--- src/design/kdlp_pkg.sv ---
`default_nettype none

package kdlp_pkg;

   localparam int NUM_KEYS = 4;
   localparam int KEY_W = 2;
   localparam int TIME_W = 32;
   localparam int CSR_DATA_W = 16;
   localparam int CSR_INDEX_W = 2;

   localparam logic [15:0] DEBOUNCE_DEFAULT = 16'd50;
   localparam logic [15:0] LONG_PRESS_DEFAULT = 16'd1000;
   localparam logic [2:0] ACTIVE_KEYS_DEFAULT = 3'd4;

   typedef enum logic [CSR_INDEX_W-1:0] {
      CSR_DEBOUNCE_TIME    = 2'd0,
      CSR_PRESSED_POLARITY = 2'd1,
      CSR_LONG_PRESS_TIME  = 2'd2,
      CSR_ACTIVE_KEYS      = 2'd3
   } csr_index_type;

   localparam logic ACT_EDGE = 1'b0;
   localparam logic ACT_SCAN = 1'b1;

   localparam logic [1:0] EVT_PRESS      = 2'd0;
   localparam logic [1:0] EVT_LONG_PRESS = 2'd1;
   localparam logic [1:0] EVT_RELEASE    = 2'd2;

   typedef struct packed {
      logic              action;
      logic [KEY_W-1:0]  key_index;
      logic              raw_level;
      logic [TIME_W-1:0] now_ms;
   } req_type;

   typedef struct packed {
      logic [KEY_W-1:0]  key_index_res;
      logic [1:0]        key_event;
      logic [TIME_W-1:0] held_ms;
   } rsp_type;

endpackage

`default_nettype wire

--- src/design/key_debounce_long_press.sv ---
`default_nettype none

// channel   ports                      direction
// request   req_valid/req_stall/req_data  in: edge event or scan per key
// response  rsp_valid/rsp_stall/rsp_data  out: press, long press or release
// config    csr_we/csr_index/csr_wdata    in: write only
//
// one item per cycle unless a held result stalls it; a result passes the
// input register, then per-key read-modify-write into the result register
// reset clears key state to released and restores register defaults
// a stalled result only holds back the next item that makes a result

module key_debounce_long_press (
   input  wire logic                              clock,
   input  wire logic                              reset,
   input  wire logic                              req_valid,
   output logic                                   req_stall,
   input  wire kdlp_pkg::req_type                 req_data,
   output logic                                   rsp_valid,
   input  wire logic                              rsp_stall,
   output kdlp_pkg::rsp_type                      rsp_data,
   input  wire logic                              csr_we,
   input  wire logic [kdlp_pkg::CSR_INDEX_W-1:0]  csr_index,
   input  wire logic [kdlp_pkg::CSR_DATA_W-1:0]   csr_wdata
);
   import kdlp_pkg::*;

   logic [15:0] debounce_ff;
   logic        polarity_ff;
   logic [15:0] long_time_ff;
   logic [2:0]  active_ff;

   logic              last_level_ff [NUM_KEYS];
   logic [TIME_W-1:0] change_time_ff [NUM_KEYS];
   logic              stable_ff [NUM_KEYS];
   logic              long_rep_ff [NUM_KEYS];

   logic    s1_valid_ff, s1_valid_in;
   req_type s1_data_ff;
   logic    rsp_valid_ff, rsp_valid_in;
   rsp_type rsp_data_ff, rsp_data_in;

   logic              req_take, rsp_free, s1_go, has_res, in_use, pressed;
   logic              last_in, stable_in, long_in;
   logic [TIME_W-1:0] change_in, elapsed;
   logic [KEY_W-1:0]  k;

   always_ff @(posedge clock) begin
      if (reset) begin
         debounce_ff  <= DEBOUNCE_DEFAULT;
         polarity_ff  <= 1'b0;
         long_time_ff <= LONG_PRESS_DEFAULT;
         active_ff    <= ACTIVE_KEYS_DEFAULT;
      end else if (csr_we) begin
         case (csr_index_type'(csr_index))
            CSR_DEBOUNCE_TIME:    debounce_ff  <= csr_wdata;
            CSR_PRESSED_POLARITY: polarity_ff  <= csr_wdata[0];
            CSR_LONG_PRESS_TIME:  long_time_ff <= csr_wdata;
            CSR_ACTIVE_KEYS:      active_ff    <= csr_wdata[2:0];
            default: ;
         endcase
      end
   end

   assign k        = s1_data_ff.key_index;
   assign pressed  = (s1_data_ff.raw_level == polarity_ff);
   assign in_use   = (int'(k) < NUM_KEYS) && ({1'b0, k} < active_ff);
   assign rsp_free = !rsp_valid_ff || !rsp_stall;
   assign s1_go    = s1_valid_ff && (!has_res || rsp_free);
   assign req_stall = s1_valid_ff && !s1_go;
   assign req_take  = req_valid && !req_stall;

   always_comb begin
      last_in   = last_level_ff[k];
      change_in = change_time_ff[k];
      stable_in = stable_ff[k];
      long_in   = long_rep_ff[k];
      has_res   = 1'b0;
      elapsed   = s1_data_ff.now_ms - change_time_ff[k];
      rsp_data_in.key_index_res = k;
      rsp_data_in.key_event     = EVT_RELEASE;
      rsp_data_in.held_ms       = '0;
      if (in_use) begin
         if (s1_data_ff.action == ACT_EDGE) begin
            if (pressed != last_level_ff[k] && elapsed >= {16'd0, debounce_ff}) begin
               last_in   = pressed;
               change_in = s1_data_ff.now_ms;
               stable_in = pressed;
               if (pressed) long_in = 1'b0;
            end
         end else begin
            // a level change restarts the hold timer
            if (last_level_ff[k] != pressed) begin
               change_in = s1_data_ff.now_ms;
               last_in   = pressed;
               elapsed   = '0;
            end
            if (elapsed >= {16'd0, debounce_ff}) begin
               has_res = 1'b1;
               if (pressed != stable_ff[k]) begin
                  stable_in = pressed;
                  if (pressed) long_in = 1'b0;
               end
               if (stable_in && !long_in && elapsed > {16'd0, long_time_ff})
                  long_in = 1'b1;
               if (stable_in) begin
                  rsp_data_in.key_event = long_in ? EVT_LONG_PRESS : EVT_PRESS;
                  rsp_data_in.held_ms   = elapsed;
               end
            end
         end
      end
   end

   always_ff @(posedge clock) begin
      if (reset) begin
         for (int i = 0; i < NUM_KEYS; i++) begin
            last_level_ff[i]  <= 1'b0;
            change_time_ff[i] <= '0;
            stable_ff[i]      <= 1'b0;
            long_rep_ff[i]    <= 1'b0;
         end
      end else if (s1_go) begin
         last_level_ff[k]  <= last_in;
         change_time_ff[k] <= change_in;
         stable_ff[k]      <= stable_in;
         long_rep_ff[k]    <= long_in;
      end
   end

   always_comb begin
      s1_valid_in = s1_valid_ff;
      if (s1_go) s1_valid_in = 1'b0;
      if (req_take) s1_valid_in = 1'b1;
      rsp_valid_in = rsp_free ? 1'b0 : rsp_valid_ff;
      if (s1_go && has_res) rsp_valid_in = 1'b1;
   end

   always_ff @(posedge clock) begin
      if (reset) begin
         s1_valid_ff  <= 1'b0;
         rsp_valid_ff <= 1'b0;
      end else begin
         s1_valid_ff  <= s1_valid_in;
         rsp_valid_ff <= rsp_valid_in;
      end
   end

   always_ff @(posedge clock) begin
      if (req_take) s1_data_ff <= req_data;
      if (s1_go && has_res) rsp_data_ff <= rsp_data_in;
   end

   assign rsp_valid = rsp_valid_ff;
   assign rsp_data  = rsp_data_ff;

endmodule

`default_nettype wire

--- config.mk ---
export PLATFORM = sky130hd
export DESIGN_NAME = key_debounce_long_press
export DESIGN_NICKNAME = d
export VERILOG_FILES = /design/src/design/kdlp_pkg.sv /design/src/design/key_debounce_long_press.sv
export SDC_FILE = /design/constraint.sdc
export NUM_CORES = 1
export LEC_CHECK = 0
export BUFFER_PORTS_ARGS = -buffer_cell sky130_fd_sc_hd__buf_2
export CAP_MARGIN = 25
export CELL_PAD_IN_SITES_DETAIL_PLACEMENT = 0
export CELL_PAD_IN_SITES_GLOBAL_PLACEMENT = 2
export CORE_UTILIZATION = 44
export CTS_CLUSTER_DIAMETER = 150
export DETAILED_ROUTE_END_ITERATION = 10
export PLACE_DENSITY = 0.81
export SYNTH_ARGS = -nofsm -noshare
export SYNTH_HDL_FRONTEND = slang
export SYNTH_SLANG_ARGS = --single-unit
--- constraint.sdc ---
create_clock -name clock -period 18.31 [get_ports clock]
set_clock_uncertainty 0.1 [all_clocks]
set_input_delay 1.831 -clock clock [delete_from_list [all_inputs] [get_ports clock]]
set_output_delay 1.831 -clock clock [all_outputs]
set_load 0.01 [all_outputs]
# Word-level counts from Yosys, hierarchy flattened

Memory sizes are Yosys's and may differ from the RTL's. A register that Yosys moved wholly into a read port is not among the register bits.
Index checks and enable logic that the tools add are counted.

Add/subtract/negate cells: 1
Equality and inequality tests: 7
Order comparisons: 4
Multiplexer cells: 61
Reduce and logical (&&, ||, !) cells: 27

Operators by type and width:

| cell               | count |
|---|---|
| $mux 32            | 8 |
| $ge 32x16->1       | 2 |
| $mux 1             | 45 |
| $gt 32x16->1       | 1 |
| $reduce_or 32->1   | 1 |
| $sub 32x32->32     | 1 |
| $mux 2             | 8 |
| $reduce_and 2->1   | 4 |
| $logic_and 1x1->1  | 7 |
| $logic_not 1->1    | 6 |
| $eq 2x2->1 const B | 2 |
| $reduce_and 4->1   | 1 |
| $reduce_bool 2->1  | 2 |
| $lt 2x3->1         | 1 |
| $ne 1x1->1         | 3 |
| $reduce_or 1->1    | 3 |
| $eq 2x1->1 const B | 1 |
| $logic_not 2->1    | 1 |
| $logic_or 1x1->1   | 2 |
| $eq 1x1->1         | 1 |

Output and inout port bits: 38
Logic and storage cells: 117
Bits in writable memories: 140
Input bits: 59
Register bits: 110
Memories kept: 4

Memory list:

| name           | words | width | read ports | clocked after Yosys merged registers in | write ports | line                          | RTL |
|---|---|---|---|---|---|---|---|
| change_time_ff | 4     | 32    | 1          | 1                                       | 4           | key_debounce_long_press.sv:34 | `logic [TIME_W-1:0] change_time_ff [NUM_KEYS];` |
| last_level_ff  | 4     | 1     | 1          | 1                                       | 4           | key_debounce_long_press.sv:33 | `logic last_level_ff [NUM_KEYS];` |
| long_rep_ff    | 4     | 1     | 1          | 1                                       | 4           | key_debounce_long_press.sv:36 | `logic long_rep_ff [NUM_KEYS];` |
| stable_ff      | 4     | 1     | 1          | 1                                       | 4           | key_debounce_long_press.sv:35 | `logic stable_ff [NUM_KEYS];` |

# Longest topological paths before layout

Gate-level depths: netlist of the first run.

Word-level depth: 20
Depth in mapped cells: 26
Depth with buffers taken out: 20

# Worst setup path before layout of the first run

OpenSTA, ideal clock, no wires.

Kind: register to register
Start point: register (tool-made name)
End point: memory change_time_ff[3][0] (enable)
Required time: 17730 ps
Stages on the path, launching flop included: 20
Clock period less this slack: 7732 ps
Path buffers: 2
Data arrival time: 7152 ps
Path slack: 10578 ps
Setup time: 480 ps
Path through: dfxtp_1 -> buf_2 -> buf_1 -> mux4_2 -> ha_1 -> fa_1 -> nand2b_1 -> a21oi_2 -> o2111a_1 -> nor3_1 -> xor2_1 -> nor2_1 -> ha_1 -> and3_1 -> a221oi_1 -> o31ai_1 -> a21oi_1 -> o31a_1 -> nor3_1 -> o31ai_1

RTL lines:

| item      | line |
|---|---|
| to (decl) | key_debounce_long_press.sv:34 |

==> impl_metrics.csv, run 1 <==
group,metric,value,unit
layout,area_growth,12.5,%
logic_synthesis,synth_edf_count,212,
floorplanning,die_area,32500,µm²
placed_design,port_buffers,96,
flow_run,cap_violations,0,
clock_network,clock_latency,0.58,ns
power,p_int,1140,µW
logic_synthesis,ys_seq_area_share,51.3,%
drt,first_pass_iters,5,
logic_synthesis,avgSynthCellArea,11.1,µm²
power,p_seq_share,40.6,%
drt,antenna_left,0,
power,vdd_ir_drop_max,75.2,µV
worst_setup_path,worstPathCellList,"buf_4 -> mux4_2 -> ha_1 -> fa_1 -> nand2b_1 -> a21oi_2 -> o2111a_1 -> nor3_1 -> xor2_1 -> nor2_1 -> ha_1 -> and3_1 -> a221oi_1 -> o31ai_1 -> a21oi_1 -> o21ai_0 -> nor3_1 -> nor2_1 -> nand4_1 -> inv_1 -> buf_2",
power,swShare,31.4,%
clock_network,cts-root-buf,"clkbuf_16",
placed_design,dpl_cell_area,14800,µm²
drt,drt_iter0_drc,738,
clock_network,holdBufCountCts,0,
sta,hold_viol,0,
grt,antenna_found_initial,0,
power,p_sw,519,µW
clock_network,clk_pin_slew,0.06,ns
clock_network,post_cts_buffers,0,
sta,slew_headroom,39.6,%
drt,wl_per_cell,20.7,µm
sta,setup_viol,0,
floorplanning,fp-row-count,64,
sta,rsz0062_at_grt,"no",
worst_setup_path,max_stage_delay,0.61,ns
power,combPwrFrac,26.6,%
drt,wl,36.4,mm
drt,vias_per_cell,5.60,
power,powerDensity,105,nW/µm²
outcome,status,"complete, no violations",
worst_setup_path,endpoint_kind,"output port",
worst_setup_path,cp-start-kind,"flop",
grt,grt_max_degree,39,
drt,drc_errors,0,
worst_setup_path,worstRegToRegCells,22,
floorplanning,start_util,45.2,%
clock_network,cts_tree,"yes",
logic_synthesis,synth_area,14000,µm²
placed_design,dp_hpwl,26.1,mm
sta,holdWs,0.358,ns
min_path,worstHoldStart,"debounce_ff[9]",
clock_network,cts_made_buffers,28,
worst_setup_path,slowest_stage,"mux4_2",
power,p_clk_share,32.9,%
logic_synthesis,async_flop_share,0,%
worst_setup_path,r2r_slack,10.50,ns
grt,grt_usage,22.6,%
layout,fillers,2824,
floorplanning,fp.coreArea,30900,µm²
drt,vias,9859,
min_path,holdPathStages,2,
layout,layout-drive-gt1-share,20.2,%
logic_synthesis,postSynthCellCount,1254,
logic_synthesis,synth_seq_cells,252,
sta,max_freq,122,MHz
worst_setup_path,worst_ep_required_time,16.38,ns
layout,antenna_cells,0,
sta,setup_tns,0,ns
power,p_leak,0.00612,µW
logic_synthesis,ys.flop_type,"edfxtp_1",
clock_network,cts.sinks,252,
logic_synthesis,syn_nets,1392,
logic_synthesis,yosys_warnings,0,
clock_network,htreeDepth,1,
grt,grt_pass1_wl,56.7,mm
floorplanning,die_h,180,µm
worst_setup_path,arrival,6.28,ns
layout,final_area,15700,µm²
floorplanning,ios,97,
placed_design,gp_congestion,0.909,
sta,slew_viol_final,0,
grt,grt_overflow_total,0,
min_path,min_to,"debounce_ff[9]",
worst_setup_path,r2r-end,"change_time_ff[2][10]",
worst_setup_path,cp_max_fo,35,
sta,fin_crit_sh,44.9,%
logic_synthesis,ys_types,85,
layout,nNetsFinal,1483,
sta,final.min_clock_period,8.22,ns
grt,grt_pass1_vias,9888,
sta,worstMarginPinSlew,0.906,ns
clock_network,ctsResizeCount,0,
floorplanning,die_w,180,µm
layout,fin_util,50.9,%
worst_setup_path,critPathKind,"reg2out",
clock_network,cts_buffer_depth,3,
min_path,min_path_type,"reg2reg",
## worst max-delay path: cells and delay by family, from the launching register on
family,cells,cell delay [ns]
compound gates,6,1.53
simple gates,7,1.27
fa+ha+maj,3,0.94
buf+inv,3,0.73
mux,1,0.61
flops,1,0.31
xor+xnor,1,0.28
## layout by cell type (no fill, tap or decap), types with 6 or more instances in the layout
master	count
or3_1	6
xnor2_1	12
nor2b_1	8
and3_1	6
edfxtp_1	212
xor2_1	11
a21oi_1	82
a21o_1	19
inv_1	93
buf_4	15
o211ai_1	19
clkbuf_1	9
mux2i_2	29
ha_1	78
dfxtp_1	39
nand2_1	111
o21ai_0	36
o21a_1	7
nand4_1	11
nand2b_1	10
nor3_1	17
a211oi_1	6
nor4_1	9
and2_1	6
buf_2	96
nand3_1	8
mux4_2	35
mux2i_1	8
nor2_2	29
nor2_1	196
clkbuf_16	28
## worst max-delay path by stage
stage / cells after the start / slack, ns / end / start
3_3_place_gp: 23 / 10.50 / change_time_ff[2][15] / flop
3_5_place_dp: 23 / 10.34 / change_time_ff[2][21] / flop
2_1_floorplan: 19 / 10.58 / change_time_ff[3][0] / flop
6_report: 21 / 10.09 / req_stall / flop
5_1_grt: 21 / 9.62 / req_stall / flop
4_1_cts: 21 / 9.99 / req_stall / flop
## synthesized netlist by cell type, types with 3 or more instances
| master | count | share of area (%) |
|---|---|---|
| o21a_1 | 7 | 0.38 |
| a22oi_1 | 3 | 0.16 |
| o211ai_1 | 19 | 1.0 |
| inv_1 | 93 | 2.5 |
| nor2_2 | 29 | 1.3 |
| o311a_1 | 3 | 0.21 |
| a221oi_1 | 3 | 0.19 |
| o21ai_0 | 36 | 1.3 |
| xnor2_1 | 12 | 0.75 |
| and2_1 | 6 | 0.27 |
| o2111ai_1 | 5 | 0.31 |
| nand2b_1 | 10 | 0.45 |
| mux4_2 | 35 | 5.6 |
| clkbuf_1 | 21 | 0.56 |
| buf_2 | 15 | 0.54 |
| dfxtp_1 | 40 | 5.7 |
| buf_6 | 10 | 0.81 |
| nand4b_1 | 4 | 0.25 |
| mux2_2 | 3 | 0.24 |
| a211o_1 | 3 | 0.19 |
| and3_1 | 6 | 0.27 |
| mux2i_1 | 8 | 0.57 |
| o31ai_1 | 6 | 0.32 |
| nand4_1 | 11 | 0.49 |
| nand2_1 | 111 | 3.0 |
| a21o_1 | 19 | 1.0 |
| or3_1 | 6 | 0.27 |
| mux2i_2 | 29 | 2.9 |
| a211oi_1 | 6 | 0.32 |
| nand3_1 | 8 | 0.29 |
| nor2_1 | 197 | 5.3 |
| a31oi_1 | 4 | 0.18 |
| ha_1 | 78 | 7.0 |
| edfxtp_1 | 212 | 46 |
| nor2b_1 | 8 | 0.36 |
| nor3_1 | 17 | 0.61 |
| nor4_1 | 9 | 0.40 |
| o211a_1 | 5 | 0.36 |
| a21oi_1 | 82 | 2.9 |
| buf_1 | 4 | 0.11 |
| or2_2 | 5 | 0.22 |
| nor3b_1 | 3 | 0.16 |
| xor2_1 | 11 | 0.69 |
## cell families (layout without fill, tap and decap cells)
logic type / count (synthesis) / count (layout) / synth area share (%)
and+or+nand+nor: 446 / 446 / 14.7
DFF: 252 / 252 / 51.3
AOI/OAI and AO/OA: 233 / 233 / 11.4
buffers and inverters: 145 / 256 / 4.62
adders and majority gates: 79 / 79 / 7.13
muxes: 75 / 75 / 9.31
xor gates and xnor gates: 24 / 24 / 1.56
## through the flow
| stage | instances | setup WS, ns | total power, µW |
|---|---|---|---|
| 6_report | 1761 | 10.09 | 1650 |
| 3_3_place_gp | 1709 | 10.50 | 1120 |
| 5_1_grt | 1761 | 9.62 | 1740 |
| 3_5_place_dp | 1710 | 10.34 | 1120 |
| 2_1_floorplan | 1254 | 10.58 | 994 |
| 4_1_cts | 1760 | 9.99 | 1670 |
## state kept, by name, summed over array words and instances (netlist names), named ones only
name,flops
rsp_valid,1
last_level_ff,4
long_rep_ff,4
polarity_ff,1
stable_ff,4
change_time_ff,128
k,2
debounce_ff,16
rsp_data,36
s1_data_ff,34
long_time_ff,16
s1_valid_ff,1
active_ff,3
## power groups by stage
stage / clock network (µW) / logic [µW] / registers [µW]
6_report: 544 / 440 / 671
5_1_grt: 576 / 488 / 674
4_1_cts: 556 / 441 / 672
3_5_place_dp: 0 / 439 / 683
3_3_place_gp: 0 / 438 / 682
2_1_floorplan: 0 / 312 / 682
## layer usage
layer	global-route usage [%]	share of wire, %	vias up
met5	0	0	-
met4	6.09	2.5	0
met3	2.91	4.5	50
met2	36.7	46	247
met1	31.8	47	4819
li1	-	-	4743
## layout make-up
class                           instances  area, µm²  share of cell area (%)
Tap cell                              396        495                    3.15
Sequential cell                       252       7170                    45.6
Timing Repair Buffer                  113        641                    4.07
Inverter                               93        349                    2.22
Clock inverter                         12        136                   0.867
Clock buffer                           38        748                    4.76
Multi-Input combinational cell        857       6190                    39.3
Note: power is estimated with default switching activity, not from simulation.
==> inputs of run 2 (changes only) <==
--- a/config.mk
+++ b/config.mk
@@ -9,10 +9,10 @@
 export CAP_MARGIN = 25
 export CELL_PAD_IN_SITES_DETAIL_PLACEMENT = 0
 export CELL_PAD_IN_SITES_GLOBAL_PLACEMENT = 2
-export CORE_UTILIZATION = 44
+export CORE_UTILIZATION = 37
 export CTS_CLUSTER_DIAMETER = 150
 export DETAILED_ROUTE_END_ITERATION = 10
-export PLACE_DENSITY = 0.81
+export PLACE_DENSITY = 0.72
 export SYNTH_ARGS = -nofsm -noshare
 export SYNTH_HDL_FRONTEND = slang
 export SYNTH_SLANG_ARGS = --single-unit
==> constraint.sdc (replaced) <==
create_clock -name clock -period 6.8 [get_ports clock]
set_clock_uncertainty 0.1 [all_clocks]
set_input_delay 0.68 -clock clock [delete_from_list [all_inputs] [get_ports clock]]
set_output_delay 0.68 -clock clock [all_outputs]
set_load 0.01 [all_outputs]
==> impl_metrics.csv, run 2 (synthesized netlist as in run 1, its figures left out) <==
group,metric,value,unit
grt,met2_usage,30.5,%
sta,fin_crit_sh,93.4,%
grt,grt-busiest-layer,"met2",
floorplanning,fp.coreArea,36900,µm²
floorplanning,ios,97,
layout,antenna_cells,0,
layout,final_cell_mix,"212 x edfxtp_1, 195 x nor2_1, 111 x nand2_1",
sta,slew_headroom,46.5,%
drt,drc_errors,0,
clock_network,clock_latency,0.56,ns
layout,nNetsFinal,1498,
sta,setup_tns,0,ns
drt,drt_iter0_drc,624,
worst_setup_path,critPathKind,"reg2out",
sta,max_freq,157,MHz
sta,layout_setup_ws,0.449,ns
power,powerDensity,283,nW/µm²
layout,final_cells,1885,
grt,use_met1,30.4,%
layout,layout-drive-gt1-share,21.4,%
layout,regMostFlops,"change_time_ff",
grt,met3_usage,2.78,%
placed_design,port_buffers,96,
outcome,status,"complete, no violations",
sta,final.min_clock_period,6.35,ns
power,p_total,4550,µW
drt,vias_per_cell,5.29,
drt,vias,9975,
sta,slew_viol_final,0,
clock_network,clk_pin_slew,0.06,ns
placed_design,placedCellCount,1832,
worst_setup_path,cp-start-kind,"flop",
worst_setup_path,cp_max_fo,14,
worst_setup_path,arrival,5.57,ns
worst_setup_path,worst_ep_required_time,6.02,ns
sta,rsz0062_at_grt,"no",
layout,area_growth,15.3,%
sta,holdWs,0.199,ns
clock_network,cts_tree,"yes",
grt,grt_max_degree,37,
grt,grt_overflow_total,0,
min_path,worstHoldStart,"req_data[25]",
placed_design,dp_hpwl,28.3,mm
flow_run,cap_violations,0,
worst_setup_path,worstRegToRegCells,21,
grt,antenna_found_initial,0,
power,p_leak,0.00623,µW
min_path,min_path_type,"in2reg",
placed_design,place_ws,0.296,ns
drt,wl_per_cell,20.4,µm
worst_setup_path,endpoint_kind,"output port",
sta,hold_viol,0,
grt,grt_pass1_wl,59.1,mm
min_path,min_to,"s1_data_ff[25]",
sta,setup_viol,0,
grt,grt_usage,20.2,%
clock_network,htreeDepth,1,
floorplanning,die_w,196,µm
clock_network,cts.sinks,252,
clock_network,cts-root-buf,"clkbuf_16",
sta,worstMarginPinSlew,0.795,ns
layout,largest_register_ffs,128,
placed_design,gp_congestion,0.848,
clock_network,cts_buffer_depth,3,
layout,final_common_cell,"edfxtp_1",
floorplanning,die_h,196,µm
worst_setup_path,r2r-end,"change_time_ff[1][12]",
drt,antenna_left,0,
min_path,holdPathStages,1,
drt,first_pass_iters,4,
power,vdd_ir_drop_max,184,µV
clock_network,cts_made_buffers,28,
grt,grt_pass1_vias,9690,
floorplanning,die_area,38500,µm²
worst_setup_path,r2r_slack,0.69,ns
floorplanning,start_util,37.9,%
drt,wl,38.5,mm
floorplanning,fp-row-count,70,
==> run 2: changes by cell type in the layout (fill, tap and decap cells not counted), sizes merged <==
cell,delta
inv,-1
bufinv,+1
clkinv,+2
clkinvlp,+3
clkbuf,-4
buf,+15
==> run 2: worst max-delay path by stage <==
stage | endpoint | from | slack, ns
after global placement | rsp_data[26] | flop | 0.27
after detailed placement | rsp_data[26] | flop | 0.30
after CTS | req_stall | flop | 0.06
final | req_stall | flop | 0.45
after global routing | req_stall | flop | 0.05
after floorplan | change_time_ff[1][0] | flop | 0.08
==> run 2: metrics by stage <==
| stage | util, % | area (µm²) |
|---|---|---|
| 2_1_floorplan | - | 14000 |
| 3_3_place_gp | 41.1 | 15100 |
| 3_5_place_dp | 41.1 | 15100 |
| 4_1_cts | 43.5 | 16100 |
| 5_1_grt | 43.7 | 16100 |
| 6_report | 43.7 | 16100 |
==> run 2: layer usage <==
metal | part of all wire (%) | up-vias
li1 | - | 4778
met5 | 0 | -
met1 | 50 | 4899
met3 | 5.2 | 50
met2 | 43 | 248
met4 | 1.7 | 0
==> run 2: power breakdown <==
part	internal, µW	leakage [µW]	switching, µW
clock network	887	0.000431	614
registers	1770	0.00244	40.7
logic	476	0.00336	765
total	3130	0.00623	1420
==> run 2: layout make-up <==
cell class                 count  area (µm²)
clock inverter                17         161
inverter                      93         349
timing repair buffer         128         837
fill                        3559       20800
tap                          504         631
sequential                   252        7170
multi-input combinational    857        6210
clock buffer                  34         744
==> run 2: worst max-delay path, cell delays in order, from the launching register on <==
cell      delay (ns)
dfxtp_4         0.47
buf_6           0.26
mux4_2          0.55
inv_1           0.07
ha_1            0.28
nand2_1         0.21
or4_4           0.53
a21oi_4         0.22
or2_2           0.17
xnor2_1         0.20
nor2_1          0.13
ha_1            0.28
and3_1          0.18
a221oi_1        0.28
o31ai_1         0.14
a21oi_2         0.21
o21ai_0         0.15
nor3_2          0.22
nor2_2          0.11
nand4_1         0.14
inv_1           0.05
buf_2           0.13
==> run 2: what timing repair did <==
item	4_1_cts	5_1_grt
resized for setup	2	6
hold endpoints to repair	0	0
pin swaps	0	1
setup endpoints to repair	1	1
hold buffers	0	0
setup buffers	0	1
